**config.mk**
```make
export PLATFORM = sky130hd
export DESIGN_NAME = scalar_to_color_map_core
export DESIGN_NICKNAME = d
export VERILOG_FILES = /design/src/hw/rtl/cmap_pkg.sv /design/src/hw/rtl/cmap_cfg.sv /design/src/hw/rtl/cmap_select.sv /design/src/hw/rtl/cmap_prod.sv /design/src/hw/rtl/cmap_div_step.sv /design/src/hw/rtl/scalar_to_color_map_core.sv
export SDC_FILE = /design/constraint.sdc
export NUM_CORES = 2
export LEC_CHECK = 0
export ABC_AREA = 0
export BUFFER_PORTS_ARGS = -buffer_cell sky130_fd_sc_hd__buf_4
export CORE_MARGIN = 5
export CORE_UTILIZATION = 45
export CTS_BUF_LIST = sky130_fd_sc_hd__clkbuf_2 sky130_fd_sc_hd__clkbuf_4 sky130_fd_sc_hd__clkbuf_8
export DETAILED_ROUTE_END_ITERATION = 6
export GPL_TIMING_DRIVEN = 1
export HOLD_SLACK_MARGIN = 0.03
export MAX_ROUTING_LAYER = met4
export SKIP_CTS_REPAIR_TIMING = 1
export SLEW_MARGIN = 20
export SYNTH_ARGS = -nofsm -noshare
export SYNTH_HDL_FRONTEND = slang
export SYNTH_SLANG_ARGS = --single-unit
```
**constraint.sdc**
```tcl
create_clock -name aclk -period 9.15 [get_ports aclk]
set_input_delay 0.915 -clock aclk [delete_from_list [all_inputs] [get_ports aclk]]
set_output_delay 0.915 -clock aclk [all_outputs]
set_load 0.01 [all_outputs]
```
**src/hw/rtl/cmap_pkg.sv**
```systemverilog
// ----------------------------------------------------------------------------
// cmap_pkg
// Shared types, register indexes and constants of the scalar to colour map.
// ----------------------------------------------------------------------------
package cmap_pkg;

    localparam int NUM_CH   = 3;
    localparam int CH_RED   = 0;
    localparam int CH_GREEN = 1;
    localparam int CH_BLUE  = 2;

    localparam int STAGES          = 7;
    localparam int DIV_STAGES      = 4;
    localparam int DIV_BITS        = 8;
    localparam int DIV_STEP_BITS   = DIV_BITS / DIV_STAGES;

    localparam int CFG_INDEX_W     = 3;
    localparam int CFG_DATA_W      = 64;
    localparam int NUM_RANGE_REGS  = 4;

    localparam int REG_MODE   = 0;
    localparam int REG_COUNT  = 1;
    localparam int REG_RANGE0 = 2;

    typedef enum logic [1:0] {
        MODE_RAINBOW = 2'd0,
        MODE_GRAY    = 2'd1,
        MODE_CUSTOM  = 2'd2
    } mode_t;

    typedef logic [NUM_CH-1:0][7:0] rgb_t;

    typedef struct packed {
        logic [7:0] end_r;
        logic [7:0] end_g;
        logic [7:0] end_b;
        logic [7:0] start_r;
        logic [7:0] start_g;
        logic [7:0] start_b;
        logic [7:0] hi;
        logic [7:0] lo;
    } range_t;

    typedef struct packed {
        logic                        rainbow;
        logic [NUM_CH-1:0][11:0]     half;
        rgb_t                        base;
        rgb_t                        dmag;
        logic [NUM_CH-1:0]           dneg;
        logic [7:0]                  num;
        logic [7:0]                  den;
    } sel_t;

    typedef struct packed {
        logic                        rainbow;
        rgb_t                        rain;
        rgb_t                        base;
        logic [NUM_CH-1:0]           neg;
        logic [7:0]                  den;
        logic [NUM_CH-1:0][15:0]     work;
    } pipe_t;

    localparam logic signed [15:0] RB_TOP [NUM_CH] = '{16'sd7650, 16'sd10200, 16'sd7650};
    localparam logic signed [15:0] RB_C1  [NUM_CH] = '{16'sd10200, 16'sd5100, 16'sd2550};
    localparam logic signed [15:0] RB_C2  [NUM_CH] = '{16'sd12750, 16'sd10200, 16'sd5100};

    localparam logic [13:0] RB_SCALE  = 14'd44;
    localparam logic [13:0] RB_OFFSET = 14'd2040;
    localparam logic [24:0] RB_ROUND  = 25'd5;
    localparam logic [24:0] RECIP_10  = 25'd6554;

    function automatic rgb_t range_start(input range_t r);
        range_start = {r.start_b, r.start_g, r.start_r};
    endfunction

    function automatic rgb_t range_end(input range_t r);
        range_end = {r.end_b, r.end_g, r.end_r};
    endfunction

endpackage

```
**src/hw/rtl/cmap_cfg.sv**
```systemverilog
// ----------------------------------------------------------------------------
// cmap_cfg
// Configuration registers: mode, range count and the custom range slots.
// ----------------------------------------------------------------------------
module cmap_cfg import cmap_pkg::*; #(
    parameter int RANGES = 4
) (
    input  logic                   aclk,
    input  logic                   aresetn,
    input  logic                   cfg_we,
    input  logic [CFG_INDEX_W-1:0] cfg_index,
    input  logic [CFG_DATA_W-1:0]  cfg_data,
    output logic [1:0]             mode,
    output logic [2:0]             count,
    output range_t                 ranges [RANGES]
);

    logic [1:0] mode_reg;
    logic [2:0] count_reg;
    range_t     range_reg [RANGES];

    always_ff @(posedge aclk) begin
        if (!aresetn) begin
            mode_reg  <= MODE_RAINBOW;
            count_reg <= '0;
            for (int i = 0; i < RANGES; i++) begin
                range_reg[i] <= '0;
            end
        end else if (cfg_we) begin
            if (int'(cfg_index) == REG_MODE) begin
                mode_reg <= cfg_data[1:0];
            end
            if (int'(cfg_index) == REG_COUNT) begin
                count_reg <= cfg_data[2:0];
            end
            for (int i = 0; i < RANGES; i++) begin
                if (i < NUM_RANGE_REGS && int'(cfg_index) == REG_RANGE0 + i) begin
                    range_reg[i] <= range_t'(cfg_data);
                end
            end
        end
    end

    assign mode  = mode_reg;
    assign count = count_reg;

    always_comb begin
        for (int i = 0; i < RANGES; i++) begin
            ranges[i] = range_reg[i];
        end
    end

endmodule

```
**src/hw/rtl/cmap_select.sv**
```systemverilog
// ----------------------------------------------------------------------------
// cmap_select
// First stage: rainbow triangle terms and selection of the winning range.
// ----------------------------------------------------------------------------
module cmap_select import cmap_pkg::*; #(
    parameter int RANGES = 4
) (
    input  logic       aclk,
    input  logic       load,
    input  logic [7:0] value,
    input  logic [1:0] mode,
    input  logic [2:0] count,
    input  range_t     ranges [RANGES],
    output sel_t       sel
);

    localparam logic [2:0] RANGES_LIM = 3'(RANGES);

    sel_t              sel_reg;
    sel_t              sel_next;
    logic [2:0]        cnt_lim;
    logic [13:0]       v;
    logic signed [15:0] sv;
    logic signed [15:0] d1 [NUM_CH];
    logic signed [15:0] d2 [NUM_CH];
    logic signed [15:0] t  [NUM_CH];
    rgb_t              ra;
    rgb_t              rb;

    always_comb begin
        cnt_lim = (count > RANGES_LIM) ? RANGES_LIM : count;
        v  = {6'b0, value} * RB_SCALE + RB_OFFSET;
        sv = signed'({2'b0, v});

        sel_next         = '0;
        sel_next.rainbow = (mode == MODE_RAINBOW);
        sel_next.den     = 8'd1;
        if (mode == MODE_GRAY) begin
            sel_next.base = {value, value, value};
        end else begin
            sel_next.base = {8'hFF, 8'hFF, 8'hFF};
        end

        for (int c = 0; c < NUM_CH; c++) begin
            d1[c] = sv - RB_C1[c];
            d2[c] = sv - RB_C2[c];
            if (d1[c] < 0) begin
                d1[c] = -d1[c];
            end
            if (d2[c] < 0) begin
                d2[c] = -d2[c];
            end
            t[c] = RB_TOP[c] - d1[c] - d2[c];
            if (t[c] < 0) begin
                t[c] = '0;
            end
            sel_next.half[c] = t[c][12:1];
        end

        ra = '0;
        rb = '0;
        if (mode != MODE_RAINBOW && mode != MODE_GRAY) begin
            for (int i = 0; i < RANGES; i++) begin
                if (i < int'(cnt_lim) && value >= ranges[i].lo && value <= ranges[i].hi) begin
                    ra = range_start(ranges[i]);
                    rb = range_end(ranges[i]);
                    sel_next.base = ra;
                    sel_next.num  = value - ranges[i].lo;
                    if (ranges[i].hi == ranges[i].lo) begin
                        sel_next.den = 8'd1;
                    end else begin
                        sel_next.den = ranges[i].hi - ranges[i].lo;
                    end
                    for (int c = 0; c < NUM_CH; c++) begin
                        sel_next.dneg[c] = (rb[c] < ra[c]);
                        sel_next.dmag[c] = (rb[c] < ra[c]) ? ra[c] - rb[c] : rb[c] - ra[c];
                    end
                end
            end
        end
    end

    always_ff @(posedge aclk) begin
        if (load) begin
            sel_reg <= sel_next;
        end
    end

    assign sel = sel_reg;

endmodule

```
**src/hw/rtl/cmap_prod.sv**
```systemverilog
// ----------------------------------------------------------------------------
// cmap_prod
// Second stage: rainbow scaling by one tenth and the interpolation products.
// ----------------------------------------------------------------------------
module cmap_prod import cmap_pkg::*; (
    input  logic  aclk,
    input  logic  load,
    input  sel_t  sel,
    output pipe_t prod
);

    pipe_t                   prod_reg;
    pipe_t                   prod_next;
    logic [NUM_CH-1:0][24:0] rb_prod;

    always_comb begin
        prod_next         = '0;
        prod_next.rainbow = sel.rainbow;
        prod_next.base    = sel.base;
        prod_next.neg     = sel.dneg;
        prod_next.den     = sel.den;
        for (int c = 0; c < NUM_CH; c++) begin
            rb_prod[c]        = ({13'b0, sel.half[c]} + RB_ROUND) * RECIP_10;
            prod_next.rain[c] = rb_prod[c][23:16];
            prod_next.work[c] = {8'b0, sel.dmag[c]} * {8'b0, sel.num};
        end
    end

    always_ff @(posedge aclk) begin
        if (load) begin
            prod_reg <= prod_next;
        end
    end

    assign prod = prod_reg;

endmodule

```
**src/hw/rtl/cmap_div_step.sv**
```systemverilog
// ----------------------------------------------------------------------------
// cmap_div_step
// One stage of the restoring divider: two quotient bits per channel.
// ----------------------------------------------------------------------------
module cmap_div_step import cmap_pkg::*; (
    input  logic  aclk,
    input  logic  load,
    input  pipe_t p_in,
    output pipe_t p_out
);

    pipe_t       step_reg;
    pipe_t       step_next;
    logic [15:0] w;
    logic [8:0]  trial;

    always_comb begin
        step_next = p_in;
        w         = '0;
        trial     = '0;
        for (int c = 0; c < NUM_CH; c++) begin
            w = p_in.work[c];
            for (int s = 0; s < DIV_STEP_BITS; s++) begin
                trial = {w[15:8], w[7]};
                if (trial >= {1'b0, p_in.den}) begin
                    w = {8'(trial - {1'b0, p_in.den}), w[6:0], 1'b1};
                end else begin
                    w = {trial[7:0], w[6:0], 1'b0};
                end
            end
            step_next.work[c] = w;
        end
    end

    always_ff @(posedge aclk) begin
        if (load) begin
            step_reg <= step_next;
        end
    end

    assign p_out = step_reg;

endmodule

```
**src/hw/rtl/scalar_to_color_map_core.sv**
```systemverilog
// ----------------------------------------------------------------------------
// scalar_to_color_map_core
// Maps an 8-bit scalar sample to an RGB colour: rainbow, grayscale or ranges.
// Samples pass the select, product, divider step and output registers; one
// transaction per cycle is sustained while m_tready is high, through a pipeline with per-stage valid bits.
// Reset clears the stage valid bits and every configuration register.
// ----------------------------------------------------------------------------
module scalar_to_color_map_core import cmap_pkg::*; #(
    parameter int RANGES = 4
) (
    input  logic                   aclk,
    input  logic                   aresetn,
    input  logic                   s_tvalid,
    output logic                   s_tready,
    input  logic [7:0]             s_tdata,   // value
    output logic                   m_tvalid,
    input  logic                   m_tready,
    output logic [23:0]            m_tdata,   // blue, green, red (red in bits 7:0)
    input  logic                   cfg_we,
    input  logic [CFG_INDEX_W-1:0] cfg_index,
    input  logic [CFG_DATA_W-1:0]  cfg_data
);

    logic [1:0]        cfg_mode;
    logic [2:0]        cfg_count;
    range_t            cfg_ranges [RANGES];
    sel_t              sel;
    pipe_t             pipe [DIV_STAGES+1];
    logic [STAGES-1:0] vld_reg;
    logic [STAGES-1:0] vld_next;
    logic [STAGES:0]   rdy;
    rgb_t              rgb_reg;
    rgb_t              rgb_next;

    cmap_cfg #(.RANGES(RANGES)) u_cfg (
        .aclk      (aclk),
        .aresetn   (aresetn),
        .cfg_we    (cfg_we),
        .cfg_index (cfg_index),
        .cfg_data  (cfg_data),
        .mode      (cfg_mode),
        .count     (cfg_count),
        .ranges    (cfg_ranges)
    );

    cmap_select #(.RANGES(RANGES)) u_select (
        .aclk   (aclk),
        .load   (rdy[0]),
        .value  (s_tdata),
        .mode   (cfg_mode),
        .count  (cfg_count),
        .ranges (cfg_ranges),
        .sel    (sel)
    );

    cmap_prod u_prod (
        .aclk (aclk),
        .load (rdy[1]),
        .sel  (sel),
        .prod (pipe[0])
    );

    for (genvar k = 0; k < DIV_STAGES; k++) begin : g_div
        cmap_div_step u_div_step (
            .aclk  (aclk),
            .load  (rdy[k+2]),
            .p_in  (pipe[k]),
            .p_out (pipe[k+1])
        );
    end

    always_comb begin
        rdy[STAGES] = m_tready;
        for (int k = STAGES - 1; k >= 0; k--) begin
            rdy[k] = ~vld_reg[k] | rdy[k+1];
        end
        for (int k = 0; k < STAGES; k++) begin
            if (rdy[k]) begin
                vld_next[k] = (k == 0) ? s_tvalid : vld_reg[(k == 0) ? 0 : k - 1];
            end else begin
                vld_next[k] = vld_reg[k];
            end
        end
    end

    always_comb begin
        for (int c = 0; c < NUM_CH; c++) begin
            if (pipe[DIV_STAGES].rainbow) begin
                rgb_next[c] = pipe[DIV_STAGES].rain[c];
            end else if (pipe[DIV_STAGES].neg[c]) begin
                rgb_next[c] = pipe[DIV_STAGES].base[c] - pipe[DIV_STAGES].work[c][7:0];
            end else begin
                rgb_next[c] = pipe[DIV_STAGES].base[c] + pipe[DIV_STAGES].work[c][7:0];
            end
        end
    end

    always_ff @(posedge aclk) begin
        if (!aresetn) begin
            vld_reg <= '0;
        end else begin
            vld_reg <= vld_next;
        end
    end

    always_ff @(posedge aclk) begin
        if (rdy[STAGES-1]) begin
            rgb_reg <= rgb_next;
        end
    end

    assign s_tready = rdy[0];
    assign m_tvalid = vld_reg[STAGES-1];
    assign m_tdata  = rgb_reg;

`ifndef ASSERT_OFF
    a_full_when_blocked: assert property (@(posedge aclk) disable iff (!aresetn)
        !s_tready |-> &vld_reg)
        else $error("Input blocked while the pipeline has an empty stage.");

    a_entry_captured: assert property (@(posedge aclk) disable iff (!aresetn)
        s_tvalid && s_tready |=> vld_reg[0])
        else $error("Accepted transaction missing from the first stage.");

    a_exit_presented: assert property (@(posedge aclk) disable iff (!aresetn)
        vld_reg[STAGES-2] && rdy[STAGES-1] |=> m_tvalid)
        else $error("Result lost on the way into the output register.");
`endif

endmodule

```
Word-level counts from Yosys, hierarchy flattened --
Memory sizes are Yosys's and may differ from the RTL's. Index checks and enable logic that the tools add are counted.
Storage, ports and cells: bits in registers 648, RAM bits 256, input bits 80, output and inout bits 26, word-level logic and storage cells 346, memories 1
Memory list:
- u_cfg.range_reg | words 4, bits a word 64, read ports 4, clocked after memory_dff 0, wr ports 4, line cmap_cfg.sv:20 | range_t range_reg [RANGES];
Cells by class: $add $sub $neg 77, multiply operators 7, $lt $le $gt $ge 56, eq/ne operators 11, muxes and demuxes 78, bitwise logic cells 18, reduce and logical (&&, ||, !) cells 14
Operators with widths (number):
- 8-bit subtractor | 56
- 16-bit two-way mux | 25
- 67-bit two-way mux | 5
- 64-bit two-way mux | 4
- 9-bit by 8-bit >= comparator with 1-bit output | 24
- 8-bit two-way mux | 22
- 8-bit < comparator | 12
- 25-bit by 12-bit multiplier with 23-bit output, second input constant | 3
- 15-bit negation with 16-bit output | 4
- 15-bit by 1-bit < comparator with 1-bit output, second input constant | 4
- 16-bit by 1-bit < comparator with 1-bit output, second input constant | 3
- 8-bit by 8-bit multiplier with 16-bit output | 3
- 16-bit subtractor | 3
- 12-bit by 3-bit adder with 13-bit output, second input constant | 3
- 8-bit == test | 4
- 8-bit >= comparator | 4
- 8-bit less-or-equal comparator | 4
- 14-bit by 16-bit subtractor with 16-bit output, first input constant | 2
- 14-bit by 14-bit subtractor with 15-bit output, second input constant | 2
- 8-bit adder | 3
- 24-bit two-way mux | 1
- 1-bit two-way mux | 20
- 15-bit by 16-bit subtractor with 16-bit output, first input constant | 1
- 14-bit by 12-bit subtractor with 15-bit output, second input constant | 1
- 18 further kinds | 48

Depth between registers and ports, before layout --
depth in word-level cells 10, gate-level depth with buffers 34, depth with buffers taken out 30

Cells and area by module --
A second synthesis with hierarchy kept.
Second synthesis, totals: cells, all modules 6908, area, all modules 74426.4 µm²
Modules (own cells, without submodules):
- cmap_div_step | instances 4, cells each 440, area each 5863.1 µm², sequential area each 3243.1 µm²
- cmap_select | instances 1, cells each 2489, area each 20495.9 µm², sequential area each 3032.9 µm²
- cmap_prod | instances 1, cells each 1726, area each 17561.8 µm², sequential area each 3243.1 µm²
- cmap_cfg | instances 1, cells each 665, area each 10337.4 µm², sequential area each 7787.5 µm²
- scalar_to_color_map_core | instances 1, cells each 268, area each 2578.7 µm², sequential area each 860.8 µm²

Least setup slack after synthesis --
OpenSTA, ideal clock, no wires.
path kind input to register, from input port s_tdata[0], to register u_select.sel_reg (netlist bit u_select.sel[100]), data pin, library setup time 0.266 ns, arrival time 7.655 ns, required time 8.884 ns, path slack 1.229 ns, stages on the path 29, buffers on the path 4, path through ha_1 -> ha_1 -> inv_1 -> fa_1 -> xor2_2 -> ha_1 -> a21boi_0 -> o21ai_0 -> or4_1 -> buf_2 -> xor2_2 -> or3b_1 -> buf_2 -> a21o_1 -> buf_6 -> and2_4 -> xnor2_1 -> ha_1 -> ha_1 -> a21o_1 -> a21o_1 -> a21o_1 -> a21o_1 -> a21o_1 -> and4_1 -> a2111oi_0 -> o21a_1 -> clkbuf_1 -> nor2_1
Between the ends: word-level cells in the longest chain between the ends 8, elaborated cells on any way between the ends 13, classes of those cells add/sub: 7; mul: 1; order compare: 3; mux: 2
RTL lines:
- from (decl) | line scalar_to_color_map_core.sv:15 | input logic [7:0] s_tdata,
- 8-bit by 4-bit multiplier with 12-bit output (*) | line cmap_select.sv:32 | v = {6'b0, value} * RB_SCALE + RB_OFFSET;
- 14-bit by 11-bit adder with 14-bit output (*) | line cmap_select.sv:32
- 14-bit by 12-bit subtractor with 15-bit output | line cmap_select.sv:45 | d1[c] = sv - RB_C1[c];
- 15-bit negation with 16-bit output / 15-bit by 1-bit < comparator with 1-bit output (equally long branches) | line cmap_select.sv:48, cmap_select.sv:47
- 16-bit two-way mux | line cmap_select.sv:47 | if (d1[c] < 0) begin
- 14-bit by 16-bit subtractor with 16-bit output | line cmap_select.sv:53 | t[c] = RB_TOP[c] - d1[c] - d2[c];
- 16-bit subtractor (*) | line cmap_select.sv:53
- 16-bit by 1-bit < comparator with 1-bit output | line cmap_select.sv:54 | if (t[c] < 0) begin
- to (signal assigned) | line cmap_select.sv:85 | sel_reg <= sel_next;
- to (decl) | line cmap_select.sv:19 | sel_t sel_reg;
Mark *: on every way between the ends. The rest lies on a longest branch, timed or not. A chain may end at the register's enable or synchronous reset.

Worst setup path in the final report --
from input port s_tdata[1], to register u_select.sel_reg (netlist bit u_select.sel[95]), data pin
The elaborated chain is that of the path after synthesis.

==> impl_results.md <==
- Status: finished, final reports clean
- Port bufs: approximately 110
- Vias: roughly 47000
- First-pass GRT wire length: about 270 mm
- Maxcap violations: 0
- CTS clk-pin slew, worst paths: 0.07 ns
- GRT Total Usage: about a fifth
- Die area: about 160000 sq um
- H-tree depth reported by CTS: 4
- Main combinational cell family by area after synthesis: adder cells
- Logic gate share of total power: about 62%
- Largest net degree at the start of global routing: between 70 and 80
- Vias per std cell: 5.283
- Area grow syn2layout: 9.673%
- Row cnt: 145
- Final hold vios: 0
- Post-synth EDFFs: between 800 and 900
- Final core utilization: 49.48%
- Leak: 34.48 nW
- Synth Area in Compound Gates: between 10% and 20%
- Area leader, netlist: edfxtp_1
- Synth Area in Simple Gates: a little under an eighth
- Initial DRT Pass Iterations: 6
- Critical Path RT: just under 10 ns
- Switching power share of the total: between 40% and 50%
- Most used DFF post-synth: edfxtp_1
- Core area: 155700 sq um
- Synth async-reset ratio: 0%
- Synthesized area: roughly 70000 sq um
- Remaining global-route overflow: 0
- Root Driver: clkbuf_8
- Post-route insts no fill: about 8900
- XOR/XNOR share of the synthesized area: 5.340%
- Yosys warnings: 0
- Critical Path Source Type: input port
- Worst-path fanout max: 15
- Worst hold path class: input port to flip-flop
- Pint: about 16 mW
- Clk buf depth: 3
- Layout cells sized above 1: 9.364%
- GPL Wtd Cong: slightly above 0.9
- Seq pwr share: ~23%
- Sequential cell area fraction in the yosys report: about two fifths
- WS Path Type: input port to flip-flop
- Initial Util: a little under half
- Setup crit end kind: flip-flop
- Nets: between 7000 and 8000
- Half-perimeter wire length after placement: 129.7 mm
- Synth top area cells: edfxtp_1 38%, ha_1 17%, fa_1 8.4%
- Max-slew violations: 0
- Max reg flops: 400
- First DRT Iteration DRCs: 2262
- Final setup viols: 0
- Clock power share: 15.0%
- Fin crit share: about 84%
- Die X: 405.0 microns
- Die height: between 400 and 500 microns
- Synth Instances: approximately 6500
- Slew headroom: between 20% and 30%
- Cell variety after synth: 91
- Pwr Density: 351.5 nW/um^2
- Mux cell area share after synthesis: between 3 and 4%
- CTS Buf Count: 161
- Worst-margin pin slew: ~1.1 ns
- RSZ-0062 raised after global routing: no
- Mapped Avg Cell Area: 10.78 sq um
- Clock sink total: approximately 900
- Vias in the first global route: ~47000
- Setup Skew: about 0.063 ns
- Fmax: approximately 130 MHz
- Top-area cell type share of the netlist area: about two fifths
- Sum Neg Setup Slack: 0 ns
- Crit path DAT: 8.31 ns
- DR WL/cell: between 15 and 20 microns
- Top-count cell post-synth: ha_1
- TritonCTS clock tree: done
- # DRC: 0
- Seq cells post-synth: between 900 and 1000
- Peak VDD IR: between 0.3 and 0.4 mV
- Post-synth top cells: 933 x ha_1, 889 x edfxtp_1, 836 x inv_1
- Final WL: around 170 mm
- Switching Power: 11.06 mW
- Initial antenna violation count: 5
- Cells after DPL: ~8600
- Synth Area in Adders: around 25%
- Ports: between 100 and 150
- Clock Latency Late Sink: ~0.90 ns
- Minimum clock period after layout: just under 8 ns
- Post-route ant nets: 0
-- final cells by class --
type / count / area, sq um
antenna: 2 / 5.005
clock buffer: 203 / 2600
clock inverter: 86 / 844.6
fill: 14130 / 78650
inverter: 838 / 3153
multi-input combinational: 4635 / 39770
sequential: 901 / 26940
tap: 2058 / 2575
timing repair buffer: 150 / 1134
-- power by group through the flow --
stage          sequential [mW]  combinational, mW  clock [mW]
2_1_floorplan             6.14               13.4           0
3_3_place_gp              6.27               16.7           0
3_5_place_dp              6.28               16.9           0
4_1_cts                   6.20               17.1        4.17
5_1_grt                   6.26               19.5        4.37
6_report                  6.19               16.8        4.06
-- routing by layer --
layer | global-route usage, % | wire length [microns]
met5 | - | 0
met4 | 5.388 | 3574
met3 | 2.746 | 6737
met2 | 33.57 | 77530
met1 | 29.01 | 79900
-- logic make-up after synthesis --
logic type	after synthesis
buf+inv	980
other cells	2
mux	251
compound gates	1139
xor+xnor	424
fa+ha+maj	1228
flops	901
simple gates	1588
-- worst max-delay path: stages --
cell and delay (ns):
buf_4 0.26, ha_1 0.30, fa_1 0.48, ha_1 0.42
xor2_2 0.44, ha_1 0.22, a21boi_0 0.29, o21ai_0 0.20
o21ai_0 0.24, and2_1 0.44, nor3_1 0.16, or3b_1 0.50
a21o_1 0.23, and2_4 0.17, xnor2_1 0.12, ha_1 0.34
ha_1 0.34, a21o_1 0.16, a21o_1 0.20, a21o_1 0.18
a21o_1 0.20, a21o_1 0.19, and4_1 0.19, a2111oi_0 0.59
o21a_1 0.44, nor2_1 0.10
-- path summary, 6_finish.rpt --
kind                                   from                              to  slack [ns]  depth (start not counted)
min                                s_tvalid         vld_reg[0]$_SDFFE_PN0P_        0.29                          3
max                              s_tdata[1]  u_select.sel[95]$_SDFFCE_PP0P_        1.43                         26
max reg2reg  u_select.sel[69]$_SDFFCE_PP0P_       u_prod.prod[90]$_DFFE_PP_        2.19                         19
min reg2reg   u_select.sel[3]$_SDFFCE_PN0P_       u_prod.prod[51]$_DFFE_PP_        0.40                          0
-- layout by cell type (no fill, tap or decap), types with 34 or more instances in the layout --
| cell type | n |
|---|---|
| a21boi_0 | 57 |
| a21o_1 | 106 |
| a21oi_1 | 237 |
| a31oi_1 | 58 |
| and2_1 | 387 |
| buf_4 | 149 |
| clkbuf_8 | 172 |
| clkinv_1 | 34 |
| edfxtp_1 | 889 |
| fa_1 | 295 |
| ha_1 | 933 |
| inv_1 | 833 |
| mux2_2 | 172 |
| mux2i_1 | 78 |
| nand2_1 | 373 |
| nand2b_1 | 61 |
| nand3_1 | 75 |
| nand4_1 | 46 |
| nor2_1 | 322 |
| nor2b_1 | 117 |
| nor3_1 | 65 |
| o211ai_1 | 52 |
| o21a_1 | 78 |
| o21ai_0 | 286 |
| o21bai_1 | 37 |
| xnor2_1 | 295 |
| xor2_1 | 125 |
-- stage by stage --
| stage | power (mW) | hold slack [ns] | area (sq um) | worst slack, ns |
|---|---|---|---|---|
| floorplan | 19.53 | 0.4003 | 70230 | 1.229 |
| global placement | 22.93 | 0.4007 | 73530 | 0.5197 |
| detailed placement | 23.17 | 0.4045 | 73530 | 0.4609 |
| CTS | 27.49 | 0.2100 | 76980 | 1.399 |
| global route | 30.12 | 0.2698 | 77010 | 0.9099 |
| finish | 27.07 | 0.2876 | 77010 | 1.427 |
(Power assumes the default switching activity.)
